## src/design/ssm_pkg.sv

```systemverilog
// ssm_pkg: shared types, constants and glyph functions for the
// seven-segment scan marquee driver; used by the driver and by ssm_decimal.
// depends on nothing
package ssm_pkg;

  localparam int MARQUEE_CAPACITY_DEF = 64;
  localparam int DIGIT_COUNT          = 3;

  localparam logic [9:0] PERIOD_RST    = 10'd500;
  localparam logic [3:0] START_WAIT_RST = 4'd4;
  localparam logic [3:0] END_WAIT_RST   = 4'd1;

  // configuration register indexes
  localparam logic [1:0] CFG_PERIOD     = 2'd0;
  localparam logic [1:0] CFG_START_WAIT = 2'd1;
  localparam logic [1:0] CFG_END_WAIT   = 2'd2;

  typedef enum logic [1:0] {
    CMD_NUMBER = 2'd0,
    CMD_TEXT   = 2'd1,
    CMD_CHAR   = 2'd2,
    CMD_TICK   = 2'd3
  } cmd_e;

  // how the digit patterns change when a request leaves the input stage
  typedef enum logic [1:0] {
    UPD_NONE   = 2'd0,
    UPD_NUMBER = 2'd1,
    UPD_TEXT   = 2'd2,
    UPD_BUFFER = 2'd3
  } upd_e;

  typedef struct packed {
    logic [1:0]        command;
    logic signed [15:0] number_value;
    logic [7:0]        char_left;
    logic [7:0]        char_middle;
    logic [7:0]        char_right;
    logic [1:0]        text_length;
    logic              marquee_last;
  } in_t;

  typedef struct packed {
    logic [7:0] segment_drive;
    logic [2:0] digit_enable;
  } out_t;

  function automatic logic [7:0] digit_glyph(input logic [3:0] d);
    logic [7:0] g;
    unique case (d)
      4'd0:    g = 8'h7E;
      4'd1:    g = 8'h30;
      4'd2:    g = 8'h6D;
      4'd3:    g = 8'h79;
      4'd4:    g = 8'h33;
      4'd5:    g = 8'h5B;
      4'd6:    g = 8'h1F;
      4'd7:    g = 8'h70;
      4'd8:    g = 8'h7F;
      4'd9:    g = 8'h73;
      default: g = 8'h00;
    endcase
    return g;
  endfunction

  function automatic logic [7:0] letter_glyph(input logic [4:0] l);
    logic [7:0] g;
    unique case (l)
      5'd0:    g = 8'h77;
      5'd1:    g = 8'h1F;
      5'd2:    g = 8'h0D;
      5'd3:    g = 8'h3D;
      5'd4:    g = 8'h4F;
      5'd5:    g = 8'h47;
      5'd6:    g = 8'h5E;
      5'd7:    g = 8'h37;
      5'd8:    g = 8'h10;
      5'd9:    g = 8'h3C;
      5'd10:   g = 8'h57;
      5'd11:   g = 8'h0E;
      5'd12:   g = 8'h54;
      5'd13:   g = 8'h15;
      5'd14:   g = 8'h1D;
      5'd15:   g = 8'h67;
      5'd16:   g = 8'h73;
      5'd17:   g = 8'h05;
      5'd18:   g = 8'h5B;
      5'd19:   g = 8'h0F;
      5'd20:   g = 8'h1C;
      5'd21:   g = 8'h2A;
      5'd22:   g = 8'h2B;
      5'd23:   g = 8'h37;
      5'd24:   g = 8'h3B;
      5'd25:   g = 8'h6D;
      default: g = 8'h00;
    endcase
    return g;
  endfunction

  // letters of either case and the dash; everything else is blank
  function automatic logic [7:0] font_glyph(input logic [7:0] c);
    logic [7:0] g;
    g = 8'h00;
    if (c == 8'd45) begin
      g = 8'h01;
    end else if (c >= 8'd65 && c <= 8'd90) begin
      g = letter_glyph(5'(c - 8'd65));
    end else if (c >= 8'd97 && c <= 8'd122) begin
      g = letter_glyph(5'(c - 8'd97));
    end
    return g;
  endfunction

endpackage

```

## src/design/ssm_ram.sv

```systemverilog
// ssm_ram: generic single-write, single-read ram with registered read data
// depends on nothing
module ssm_ram #(
  parameter int WIDTH = 8,
  parameter int DEPTH = 64
) (
  input  logic                     clk_i,
  input  logic                     we_i,
  input  logic [$clog2(DEPTH)-1:0] waddr_i,
  input  logic [WIDTH-1:0]         wdata_i,
  input  logic                     re_i,
  input  logic [$clog2(DEPTH)-1:0] raddr_i,
  output logic [WIDTH-1:0]         rdata_o
);

  logic [WIDTH-1:0] mem_q [DEPTH];
  logic [WIDTH-1:0] rdata_q;

  always_ff @(posedge clk_i) begin
    if (we_i) begin
      mem_q[waddr_i] <= wdata_i;
    end
    if (re_i) begin
      rdata_q <= mem_q[raddr_i];
    end
  end

  assign rdata_o = rdata_q;

endmodule

```

## src/design/ssm_decimal.sv

```systemverilog
// ssm_decimal: signed 16-bit value to three decimal digit patterns
// with leading blanks and the point as minus sign; uses ssm_pkg
module ssm_decimal
  import ssm_pkg::*;
(
  input  logic signed [15:0] value_i,
  output logic [2:0][7:0]    pattern_o
);

  // reciprocals for divide by 10, 100 and 1000, exact for values up to 32768
  localparam logic [31:0] RECIP_10   = 32'd52429;
  localparam logic [33:0] RECIP_100  = 34'd167773;
  localparam logic [33:0] RECIP_1000 = 34'd134218;

  logic        neg;
  logic [15:0] mag;
  logic [31:0] prod1;
  logic [33:0] prod2;
  logic [33:0] prod3;
  logic [11:0] q1;
  logic [8:0]  q2;
  logic [5:0]  q3;
  logic [15:0] r0;
  logic [11:0] r1;
  logic [8:0]  r2;

  always_comb begin
    neg   = value_i[15];
    mag   = neg ? (~value_i + 16'd1) : value_i;
    prod1 = {16'b0, mag} * RECIP_10;
    prod2 = {18'b0, mag} * RECIP_100;
    prod3 = {18'b0, mag} * RECIP_1000;
    q1    = prod1[30:19];
    q2    = prod2[32:24];
    q3    = prod3[32:27];
    r0    = mag - ({4'b0, q1} * 16'd10);
    r1    = q1 - ({3'b0, q2} * 12'd10);
    r2    = q2 - ({3'b0, q3} * 9'd10);

    pattern_o[2] = digit_glyph(r0[3:0]) | {neg, 7'b0};
    pattern_o[1] = (mag < 16'd10) ? 8'h00 : digit_glyph(r1[3:0]);
    pattern_o[0] = (mag < 16'd100) ? 8'h00 : digit_glyph(r2[3:0]);
  end

endmodule

```

## src/design/seven_segment_scan_marquee_driver.sv

```systemverilog
// seven_segment_scan_marquee_driver: three-digit multiplexed display driver
//
// Requests arrive on in_valid_i/in_ready_o carrying an in_t: show number,
// show text, load one marquee character, or tick. Only a tick makes a result,
// an out_t on out_valid_o/out_ready_i: active-low segments of one digit and
// its one-hot enable. A request is taken every cycle unless a stalled tick
// holds the second stage; a tick's result passes the input stage, then the
// result register, and is then valid on out_valid_o.
// The input stage updates counters, marquee position and the
// character buffer and issues buffer reads; the second stage updates the
// three digit patterns and loads the result register.
// The character buffer is held three times in ssm_ram so that the three
// shown characters are read together.
// When the receiver stalls, a tick waits in the second stage and in_ready_o
// drops only while that tick cannot move; other requests keep flowing.
// Reset empties both stages, blanks the display, stops the marquee and puts
// the registers back to period 500, start wait 4 and end wait 1. The buffer
// itself is not cleared. Configuration writes on cfg_we_i take effect at once.
module seven_segment_scan_marquee_driver
  import ssm_pkg::*;
#(
  parameter int MARQUEE_CAPACITY = MARQUEE_CAPACITY_DEF
) (
  input  logic       clk_i,
  input  logic       rst_ni,
  input  logic       in_valid_i,
  output logic       in_ready_o,
  input  in_t        in_data_i,
  output logic       out_valid_o,
  input  logic       out_ready_i,
  output out_t       out_data_o,
  input  logic       cfg_we_i,
  input  logic [1:0] cfg_index_i,
  input  logic [9:0] cfg_data_i
);

  localparam int AW = $clog2(MARQUEE_CAPACITY);
  localparam int CW = $clog2(MARQUEE_CAPACITY + 1);
  localparam int PW = $clog2(MARQUEE_CAPACITY + 16) + 1;
  localparam int EW = PW + 1;

  localparam logic [CW-1:0]        CAP_C = CW'(MARQUEE_CAPACITY);
  localparam logic signed [EW-1:0] THREE = EW'(3);
  localparam logic signed [EW-1:0] ZERO  = EW'(0);

  typedef struct packed {
    upd_e             upd;
    logic             tick;
    logic [1:0]       digit;
    logic [15:0]      number_value;
    logic [2:0][7:0]  chars;
    logic [1:0]       text_length;
    logic [2:0]       buf_valid;
    logic [2:0]       buf_fwd;
  } stage_t;

  // configuration
  logic [9:0] period_q;
  logic [3:0] start_wait_q;
  logic [3:0] end_wait_q;

  // input stage state
  logic [9:0]           scan_q, scan_d;
  logic [1:0]           digit_q, digit_d;
  logic [CW-1:0]        mq_count_q, mq_count_d;
  logic signed [PW-1:0] pos_q, pos_d;
  logic [CW-1:0]        load_q, load_d;

  logic                 p_valid_q;
  stage_t               p_q, p_d;
  logic                 p_consume;
  logic                 accept;

  logic [2:0][7:0]      pattern_q, pattern_d;
  logic                 out_valid_q;
  out_t                 out_q;

  logic                 wr_en;
  logic [CW-1:0]        load_inc;
  logic signed [EW-1:0] pos_x, cnt_x, base, vcnt, pos_inc, lim_wrap;
  logic signed [EW-1:0] idx [3];
  logic [2:0][AW-1:0]   raddr;
  logic [2:0][7:0]      rdata;
  logic                 step;
  logic [1:0]           dig_use;
  logic [9:0]           scan_use;

  logic [2:0][7:0]      num_pattern;
  logic [7:0]           seg_pat;
  logic [2:0]           seg_en;

  assign accept     = in_valid_i && in_ready_o;
  assign p_consume  = p_valid_q && (!p_q.tick || !out_valid_q || out_ready_i);
  assign in_ready_o = !p_valid_q || p_consume;

  always_ff @(posedge clk_i or negedge rst_ni) begin
    if (!rst_ni) begin
      period_q     <= PERIOD_RST;
      start_wait_q <= START_WAIT_RST;
      end_wait_q   <= END_WAIT_RST;
    end else if (cfg_we_i) begin
      unique case (cfg_index_i)
        CFG_PERIOD:     period_q     <= cfg_data_i;
        CFG_START_WAIT: start_wait_q <= cfg_data_i[3:0];
        CFG_END_WAIT:   end_wait_q   <= cfg_data_i[3:0];
        default: ;
      endcase
    end
  end

  // input stage
  always_comb begin
    scan_d     = scan_q;
    digit_d    = digit_q;
    mq_count_d = mq_count_q;
    pos_d      = pos_q;
    load_d     = load_q;
    wr_en      = 1'b0;
    step       = 1'b0;
    scan_use   = scan_q;
    dig_use    = digit_q;
    load_inc   = (load_q < CAP_C) ? load_q + CW'(1) : load_q;

    pos_x    = EW'(pos_q);
    cnt_x    = $signed({{(EW - CW){1'b0}}, mq_count_q});
    pos_inc  = pos_x + EW'(1);
    lim_wrap = cnt_x - THREE + $signed({{(EW - 4){1'b0}}, end_wait_q});
    base     = pos_x;
    vcnt     = cnt_x;

    p_d              = '0;
    p_d.upd          = UPD_NONE;
    p_d.digit        = digit_q;
    p_d.number_value = in_data_i.number_value;
    p_d.chars[0]     = in_data_i.char_left;
    p_d.chars[1]     = in_data_i.char_middle;
    p_d.chars[2]     = in_data_i.char_right;
    p_d.text_length  = in_data_i.text_length;

    if (accept) begin
      unique case (cmd_e'(in_data_i.command))
        CMD_NUMBER: begin
          mq_count_d = '0;
          p_d.upd    = UPD_NUMBER;
        end
        CMD_TEXT: begin
          mq_count_d = '0;
          p_d.upd    = UPD_TEXT;
        end
        CMD_CHAR: begin
          mq_count_d = '0;
          wr_en      = (load_q < CAP_C);
          load_d     = load_inc;
          if (in_data_i.marquee_last) begin
            mq_count_d = load_inc;
            pos_d      = '0;
            load_d     = '0;
            p_d.upd    = UPD_BUFFER;
            base       = ZERO;
            vcnt       = $signed({{(EW - CW){1'b0}}, load_inc});
            // character written this cycle may be one of the three shown
            for (int k = 0; k < DIGIT_COUNT; k++) begin
              p_d.buf_fwd[k] = wr_en && (load_q == CW'(k));
            end
          end
        end
        CMD_TICK: begin
          step = (scan_q == 10'd0) || (period_q != 10'd0 && scan_q >= period_q);
          if (step) begin
            scan_use = '0;
            dig_use  = '0;
            if (mq_count_q != '0) begin
              if (pos_x >= ZERO && pos_x <= cnt_x - THREE) begin
                p_d.upd = UPD_BUFFER;
              end
              if (pos_inc >= lim_wrap) begin
                pos_d = PW'(-$signed({{(EW - 4){1'b0}}, start_wait_q}));
              end else begin
                pos_d = pos_inc[PW-1:0];
              end
            end
          end
          p_d.tick  = 1'b1;
          p_d.digit = dig_use;
          scan_d    = scan_use + 10'd1;
          digit_d   = (dig_use == 2'd2) ? 2'd0 : dig_use + 2'd1;
        end
        default: ;
      endcase
    end

    for (int k = 0; k < DIGIT_COUNT; k++) begin
      idx[k]           = base + EW'(k);
      raddr[k]         = idx[k][AW-1:0];
      p_d.buf_valid[k] = (idx[k] >= ZERO) && (idx[k] < vcnt);
    end
  end

  for (genvar g = 0; g < DIGIT_COUNT; g++) begin : g_buf
    ssm_ram #(
      .WIDTH(8),
      .DEPTH(MARQUEE_CAPACITY)
    ) u_ram (
      .clk_i  (clk_i),
      .we_i   (wr_en),
      .waddr_i(load_q[AW-1:0]),
      .wdata_i(in_data_i.char_left),
      .re_i   (accept),
      .raddr_i(raddr[g]),
      .rdata_o(rdata[g])
    );
  end

  always_ff @(posedge clk_i or negedge rst_ni) begin
    if (!rst_ni) begin
      scan_q     <= '0;
      digit_q    <= '0;
      mq_count_q <= '0;
      pos_q      <= '0;
      load_q     <= '0;
      p_valid_q  <= 1'b0;
    end else begin
      scan_q     <= scan_d;
      digit_q    <= digit_d;
      mq_count_q <= mq_count_d;
      pos_q      <= pos_d;
      load_q     <= load_d;
      if (accept) begin
        p_valid_q <= 1'b1;
      end else if (p_consume) begin
        p_valid_q <= 1'b0;
      end
    end
  end

  always_ff @(posedge clk_i) begin
    if (accept) begin
      p_q <= p_d;
    end
  end

  // second stage: digit patterns and result
  ssm_decimal u_decimal (
    .value_i  (p_q.number_value),
    .pattern_o(num_pattern)
  );

  always_comb begin
    pattern_d = pattern_q;
    unique case (p_q.upd)
      UPD_NUMBER: pattern_d = num_pattern;
      UPD_TEXT: begin
        for (int k = 0; k < DIGIT_COUNT; k++) begin
          pattern_d[k] = (2'(k) < p_q.text_length) ? font_glyph(p_q.chars[k]) : 8'h00;
        end
      end
      UPD_BUFFER: begin
        for (int k = 0; k < DIGIT_COUNT; k++) begin
          pattern_d[k] = !p_q.buf_valid[k] ? 8'h00 :
                         font_glyph(p_q.buf_fwd[k] ? p_q.chars[0] : rdata[k]);
        end
      end
      default: ;
    endcase

    unique case (p_q.digit)
      2'd1: begin
        seg_pat = pattern_d[1];
        seg_en  = 3'b010;
      end
      2'd2: begin
        seg_pat = pattern_d[2];
        seg_en  = 3'b100;
      end
      default: begin
        seg_pat = pattern_d[0];
        seg_en  = 3'b001;
      end
    endcase
  end

  always_ff @(posedge clk_i or negedge rst_ni) begin
    if (!rst_ni) begin
      pattern_q   <= '0;
      out_valid_q <= 1'b0;
    end else begin
      if (p_consume) begin
        pattern_q <= pattern_d;
      end
      if (p_consume && p_q.tick) begin
        out_valid_q <= 1'b1;
      end else if (out_ready_i) begin
        out_valid_q <= 1'b0;
      end
    end
  end

  always_ff @(posedge clk_i) begin
    if (p_consume && p_q.tick) begin
      out_q.segment_drive <= ~seg_pat;
      out_q.digit_enable  <= seg_en;
    end
  end

  assign out_valid_o = out_valid_q;
  assign out_data_o  = out_q;

`ifndef SYNTH
  a_enable_onehot: assert property (@(posedge clk_i) disable iff (!rst_ni)
    out_valid_o |-> $onehot(out_data_o.digit_enable))
    else $error("digit enable not one-hot");

  a_tick_held: assert property (@(posedge clk_i) disable iff (!rst_ni)
    (p_valid_q && p_q.tick && out_valid_q && !out_ready_i) |=>
      (p_valid_q && p_q.tick && $stable(p_q.digit)))
    else $error("stalled tick left the second stage");

  a_digit_range: assert property (@(posedge clk_i) disable iff (!rst_ni)
    digit_q != 2'd3)
    else $error("scan digit out of range");

  a_load_bound: assert property (@(posedge clk_i) disable iff (!rst_ni)
    load_q <= CAP_C)
    else $error("load count beyond buffer");

  a_pos_floor: assert property (@(posedge clk_i) disable iff (!rst_ni)
    EW'(pos_q) >= -EW'(15))
    else $error("marquee position below start wait floor");
`endif

endmodule
```

## config.mk

```make
export PLATFORM = sky130hd
export DESIGN_NAME = seven_segment_scan_marquee_driver
export DESIGN_NICKNAME = d
export VERILOG_FILES = /design/src/design/ssm_pkg.sv /design/src/design/ssm_ram.sv /design/src/design/ssm_decimal.sv /design/src/design/seven_segment_scan_marquee_driver.sv
export SDC_FILE = /design/constraint.sdc
export NUM_CORES = 2
export LEC_CHECK = 0
export BUFFER_PORTS_ARGS = -buffer_cell sky130_fd_sc_hd__buf_4
export CAP_MARGIN = 15
export CELL_PAD_IN_SITES_DETAIL_PLACEMENT = 1
export CELL_PAD_IN_SITES_GLOBAL_PLACEMENT = 2
export CORE_MARGIN = 1.5
export CORE_UTILIZATION = 38
export CTS_CLUSTER_SIZE = 14
export DETAILED_ROUTE_END_ITERATION = 7
export PLACE_DENSITY = 0.8
export SLEW_MARGIN = 20
export SYNTH_ARGS = -nofsm -noshare
export SYNTH_HDL_FRONTEND = slang
export SYNTH_MEMORY_MAX_BITS = 65536
export SYNTH_SLANG_ARGS = --single-unit
```

## constraint.sdc

```tcl
create_clock -name clk_i -period 9.4 [get_ports clk_i]
set_input_delay 0.47 -clock clk_i [delete_from_list [all_inputs] [get_ports clk_i]]
set_output_delay 0.47 -clock clk_i [all_outputs]
set_load 0.01 [all_outputs]
```

# Word level (Yosys, flattened, before mapping)
# Memory sizes are Yosys's and may differ from the RTL's. A register that Yosys moved wholly into a read port is not among the register bits.
# Index checks and enable logic that the tools add are counted.
# word_totals
n_memories	18
regBits	142
romBits	3024
inputBits	62
ramBits	1536
# mem_list
memory	words	word_bits	rd	rd_clocked_by_memory_dff	write_ports	line_no	text
g_buf[0].u_ram.mem_q	64	8	1	1	1	ssm_ram.sv:16	logic [WIDTH-1:0] mem_q [DEPTH];
g_buf[1].u_ram.mem_q	64	8	1	1	1	ssm_ram.sv:16	
g_buf[2].u_ram.mem_q	64	8	1	1	1	ssm_ram.sv:16	
(name not given)	32	7	1	0	0	ssm_pkg.sv:68	unique case (l)
(name not given)	32	7	1	0	0	ssm_pkg.sv:68	
(name not given)	32	7	1	0	0	ssm_pkg.sv:68	
+12 memories	-	-	-	-	-	-	
# classes
muxes	69
add_sub_neg	25
bitwise	3
n_mul	6
n_reduce_logical	49
order_cmp	40
n_eq_ne	22
# ops
cell	n
8-bit 2-to-1 mux	33
8-bit by 7-bit greater-or-equal comparator with 1-bit output, second input constant	12
8-bit by 7-bit less-or-equal comparator with 1-bit output, second input constant	12
24-bit case mux with 3 select lines	1
5-bit by 1-bit subtractor with 5-bit output, second input constant	12
8-bit by 6-bit equality test with 1-bit output, second input constant	6
7-bit 2-to-1 mux	6
16-bit by 18-bit multiplier with 33-bit output, second input constant	1
16-bit by 17-bit multiplier with 32-bit output, second input constant	1
8-bit case mux with 2 select lines	2
16-bit by 16-bit multiplier with 31-bit output, second input constant	1
10-bit 2-to-1 mux	3
9-bit by 1-bit greater-or-equal comparator with 1-bit output, second input constant	3
9-bit < comparator	3
9-bit 2-to-1 mux	3
1-bit logical AND	23
16-bit by 1-bit adder with 16-bit output, second input constant	1
16-bit by 4-bit < comparator with 1-bit output, second input constant	1
16-bit by 7-bit < comparator with 1-bit output, second input constant	1
16-bit 2-to-1 mux	1
2-bit 2-to-1 mux	8
16-bit inverter	1
2-bit equality test, second input constant	7
7-bit case mux with 2 select lines	1
41 further kinds	71

# Logic depth before layout (Yosys ltp)
# An unclocked memory read counts as a cell.
# logic_depth
ltp_word	11
ltp_mapped	43

# Cells and area by module
# Synthesis repeated with hierarchy kept, for this count alone.
# unflattened
hier_cells	5670
hier_area_um2	86142.6
# modules_own_cells
module	area_per_inst_um2	n_inst	cells_each
ssm_ram	20246.9	3	940
seven_segment_scan_marquee_driver	13972.2	1	1660
ssm_decimal	11429.7	1	1190

# Least setup slack after synthesis
# OpenSTA, ideal clock, no wires.
# synth_timing
path_type	flip-flop to flip-flop
startpoint	register p_q[32] (netlist name)
endpoint	register out_q (netlist bit out_data_o[8]) (data pin)
arrival_ps	10060
period_less_slack_ps	10326
setup_time_ps	266
path_stages_with_launch	36
required_time_ps	9134
setup_slack_ps	-926
path_cell_list	edfxtp_1 > inv_1 > ha_1 > nand2b_1 > or3_2 > o31a_1 > xor2_1 > inv_1 > fa_1 > inv_1 > fa_1 > inv_1 > fa_1 > inv_1 > fa_1 > fa_1 > fa_1 > ha_1 > o21ai_0 > o21ai_0 > o2111a_1 > or3_1 > o311ai_4 > inv_1 > fa_1 > xnor2_1 > xnor2_1 > xnor2_1 > xnor2_1 > xnor2_1 > xnor3_1 > xnor2_2 > or3b_2 > nand3_1 > o211a_1 > a211oi_1
# synth_via
elab_chain_cells	11
elab_cells_between_ends	23
cone_classes	4 x add/sub; 6 x mul; 2 x order compare; 5 x mux; 3 x bitwise; 3 x memory
# synth_lines
element	line_no	text
start: declaration	seven_segment_scan_marquee_driver.sv:70	stage_t p_q, p_d;
start signal: assignment	seven_segment_scan_marquee_driver.sv:238	p_q <= p_d;
16-bit inverter	ssm_decimal.sv:29	mag = neg ? (~value_i + 16'd1) : value_i;
16-bit by 1-bit adder with 16-bit output	ssm_decimal.sv:29	
16-bit 2-to-1 mux *	ssm_decimal.sv:29	
16-bit by 16-bit multiplier with 31-bit output (tied with other cells)	ssm_decimal.sv:30	prod1 = {16'b0, mag} * RECIP_10;
12-bit by 3-bit multiplier with 3-bit output (tied with other cells)	ssm_decimal.sv:36	r0 = mag - ({4'b0, q1} * 16'd10);
4-bit subtractor, on equally long branches	ssm_decimal.sv:36, ssm_decimal.sv:37, ssm_decimal.sv:38	
memory 16 x 7 bit	-	
8-bit bitwise OR (tied with other cells)	ssm_decimal.sv:40	pattern_o[2] = digit_glyph(r0[3:0]) | {neg, 7'b0};
24-bit case mux with 3 select lines *	seven_segment_scan_marquee_driver.sv:250	unique case (p_q.upd)
8-bit case mux with 2 select lines *	seven_segment_scan_marquee_driver.sv:266	unique case (p_q.digit)
8-bit inverter *	seven_segment_scan_marquee_driver.sv:300	out_q.segment_drive <= ~seg_pat;
end: declaration	seven_segment_scan_marquee_driver.sv:76	out_t out_q;
# Every way passes the cells marked *; elsewhere a longest branch is shown, timed or not.
# A chain may end at the register's enable or synchronous reset.

# Worst setup path after layout
# layout_timing
startpoint	register p_q[35] (netlist name)
endpoint	register out_q (netlist bit out_data_o[6]) (data pin)
# Same word-level chain as after synthesis.

==> summary.txt <==
Floorplanning
  – Full die area: approximately 150000 sq um
  – Placeable Area: 142000 sq um
  – Die Ht: 381 um
  – FP Rows: 138
  – Initial Utilization: 38.3%
  – Ports: 75
  – Die W: between 300 and 400 um

Layout
  – Total Nets Final: between 6000 and 7000
  – Finished Layout Cells: around 7800
  – Diodes inserted: 0
  – Layout Utilization: a little over two fifths
  – Area Growth Syn to Fin: 14.8%
  – Share of layout cells above drive strength 1: around 14%

Worst setup path
  – Slowest CP cell: or4_4
  – Crit end category: flip-flop
  – Worst setup SP type: flip-flop
  – Worst-path fanout max: 7
  – R2R Path End: out_data_o[6]$_DFFE_PP_
  – Critical path buffers and inverters: 8
  – Crit Path Class: reg -> reg
  – CP top delay family: adder cells
  – CP max stage delay: 0.55 ns
  – Worst path required time: 9.79 ns
  – Start of the worst register-to-register path: p_q[35]$_DFFE_PP_
  – R2r setup slk: -0.16 ns
  – FF-to-FF path depth: 36
  – Critical path arrival: about 10 ns

Timing
  – # setup viols final: 9
  – Ratio of final minimum period to clock period: 102%
  – Fmax: 105 MHz
  – Clock Skew: 0.0597 ns
  – Pins over their slew limit: 0
  – Slew HR: 20.2%
  – Unrepaired setup endpoints after global routing: true
  – Final hold viol count: 0
  – Final worst slack: -0.161 ns
  – Crit path time final: 9.56 ns
  – Worst-Margin Slew: 1.19 ns

Clock tree
  – Clock transition at path regs: approximately 0.06 ns
  – Clk_lat worst skew: 0.71 ns
  – CTS buffer count: 80
  – CTS tree: built
  – Clk sink count: 678
  – H-tree depth: 3
  – Clock buffer depth: 3
  – Root Buffer: clkbuf_16

Place
  – Dpl cells: 7573
  – Pre-CTS worst setup slack: -0.411 ns
  – Routability cong.: 0.916
  – IO Port Bufs: between 70 and 80
  – Dpl hpwl: about 140000 um

Yosys
  – Yosys warnings: 0
  – Main synth FF type: edfxtp_1
  – Seq/Total Area, Yosys: a little under two fifths
  – Number of synthesized flops with an enable pin: 600
  – Yosys reg bits: 678
  – Post-synthesis simple-gate area fraction: 18.8%
  – Asr flop ratio synth: 11.5%
  – Post-Synth XOR/XNOR Area: 1.94%
  – Main combinational cell family by area after synthesis: simple AND/OR/NAND/NOR gates
  – Cell Area, Synth: ~54000 sq um
  – Post-synthesis mux area share: 7.11%
  – Gate Count Post-Synth: roughly 5700
  – Synth Area in Compound Gates: roughly an eighth
  – Synth cell types: 96
  – Syn_area_per_cell: about 9.5 sq um
  – Post-Synth Adder-Cell Area: 17.5%

Drt
  – Vias: roughly 47000
  – DRT iter0 DRCs: 3964
  – DR vias/cell: 6.03
  – Final WL: 212000 um
  – Final ANT Viol Nets: 0
  – Remaining DRCs: 0
  – Routed len/inst: 27.1 um
  – DR pass1 iterations: 6

GRT
  – Total GRT Usage: 28.6%
  – Initial antenna violation count: 9
  – Largest net degree at the start of global routing: roughly 190
  – First-pass GRT wire length: between 300000 and 400000 um
  – Grt ovf: 0
  – Vias in the first global route: 48400

Worst hold path
  – Worst Hold End: period_q[4]$_DFFE_PN1P_
  – Min-delay worst type: in -> reg
  – Worst hold path depth: 3
  – Min-Delay Startpoint: cfg_data_i[4]

Run status
  – Status: finished, violations left
  – Failing checks: negative setup slack

Run
  – Max-cap violations: 0
[area by class of cell]
cell class | count | area, sq um
Timing Repair Buffer | 417 | 3390
Inverter | 428 | 1640
Tap cell | 1890 | 2360
Clock inverter | 40 | 475
Multi-Input combinational cell | 4245 | 32300
Fill cell | 15900 | 79300
Clock buffer | 104 | 2190
Sequential cell | 678 | 20000
[tightest hold or removal path: stages]
cell and delay, ns:
buf_4 0.08, nand2_1 0.05, o21ai_0 0.08
[state kept, by name, summed over array words and instances (netlist names)]
name,count
digit_q,2
end_wait_q,4
g_buf.u_ram.mem_q,512
g_buf.u_ram.rdata_o,24
load_q,7
mq_count_q,7
out_data_o,11
out_valid_o,1
p_q,53
p_valid_q,1
pattern_q,24
period_q,10
pos_q,8
scan_q,10
start_wait_q,4
[how the worst max path moves through the flow]
stage,startpoint,endpoint,depth (start not counted)
after global routing,p_q[35]$_DFFE_PP_,out_data_o[6]$_DFFE_PP_,34
after global placement,p_q[38]$_DFFE_PP_,out_data_o[6]$_DFFE_PP_,36
after detailed placement,p_q[38]$_DFFE_PP_,out_data_o[6]$_DFFE_PP_,35
after CTS,p_q[38]$_DFFE_PP_,out_data_o[6]$_DFFE_PP_,35
final,p_q[35]$_DFFE_PP_,out_data_o[6]$_DFFE_PP_,36
after floorplan,p_q[32]$_DFFE_PP_,out_data_o[7]$_DFFE_PP_,32
[routing by layer]
layer  share of wire (%)  wire, um  GRT usage (%)  vias to the layer above
met5               0.033        70              0                        -
met3                 6.3     13300           4.28                      459
met4                 5.2     11100           12.8                       12
met1                  41     87500           37.3                    24100
met2                  47     99600           46.8                     1675
li1                    -         -              -                    20800
[Yosys cell counts (all sizes together), types with 13 or more instances]
master | number | area share (%)
ha | 431 | 9.9
xor2 | 35 | 0.58
a221oi | 15 | 0.25
a22oi | 13 | 0.18
clkbuf | 300 | 2.1
a21oi | 201 | 1.9
o21a | 23 | 0.32
inv | 426 | 2.9
a21o | 41 | 0.57
a31oi | 84 | 0.97
edfxtp | 600 | 33
mux4 | 137 | 5.7
nor2 | 213 | 1.5
buf | 61 | 0.53
o21ai | 164 | 1.5
a311oi | 213 | 3.4
nand4 | 18 | 0.21
nand2b | 26 | 0.30
mux2 | 24 | 0.50
nand2 | 1309 | 9.1
fa | 205 | 7.6
nor3 | 49 | 0.45
xnor2 | 79 | 1.3
dfrtp | 70 | 3.2
and3 | 137 | 1.6
a211oi | 41 | 0.57
and2 | 14 | 0.16
or3 | 14 | 0.17
nor2b | 27 | 0.33
mux2i | 50 | 0.92
o211ai | 31 | 0.43
nand3 | 456 | 4.2
[kinds of logic (layout without fill, tap and decap cells)]
family / Yosys count / after routing
DFF: 678 / 678
other: 2 / 4
buffers and inverters: 790 / 989
and+or+nand+nor: 2322 / 2322
xor gates and xnor gates: 115 / 115
adders and majority gates: 636 / 636
muxes: 211 / 211
AOI/OAI and AO/OA: 957 / 957
[cell usage in the layout (no fill, tap or decap), drive strengths merged, types with 10 or more instances in the layout]
master / count
a211oi: 41
a21o: 41
a21oi: 201
a221oi: 15
a22oi: 13
a311oi: 213
a31oi: 84
and2: 14
and3: 137
buf: 374
clkbuf: 104
clkinv: 30
dfrtp: 70
dlygate4sd3: 43
edfxtp: 600
fa: 205
ha: 431
inv: 428
mux2: 24
mux2i: 50
mux4: 137
nand2: 1309
nand2b: 26
nand3: 456
nand4: 18
nor2: 213
nor2b: 27
nor3: 49
o211ai: 31
o21a: 23
o21ai: 164
o22a: 11
o22ai: 11
o31ai: 10
or3: 14
xnor2: 79
xor2: 35
[repair_timing]
action                                  4_1_cts  5_1_grt
endpoints found under the setup margin       21       21
resized for setup                            48      105
pin swaps                                    38       73
buffers inserted                             23       20
cloned                                        0        0
hold buffers                                 43        0
hold endpoints to repair                     67        0
[through the flow]
stage	hold WS (ns)	setup TNS [ns]	cell area, sq um
floorplan	0.174	-0.00172	54500
global placement	0.434	-1.71	58100
detailed placement	0.435	-4.09	58100
CTS	0.00717	-0.00179	61600
global route	0.0275	-5.76	62300
finish	0.0395	-0.747	62300
Power is not shown: default switching activity piles up to over one toggle a cycle in this logic, so the estimate is an artifact.
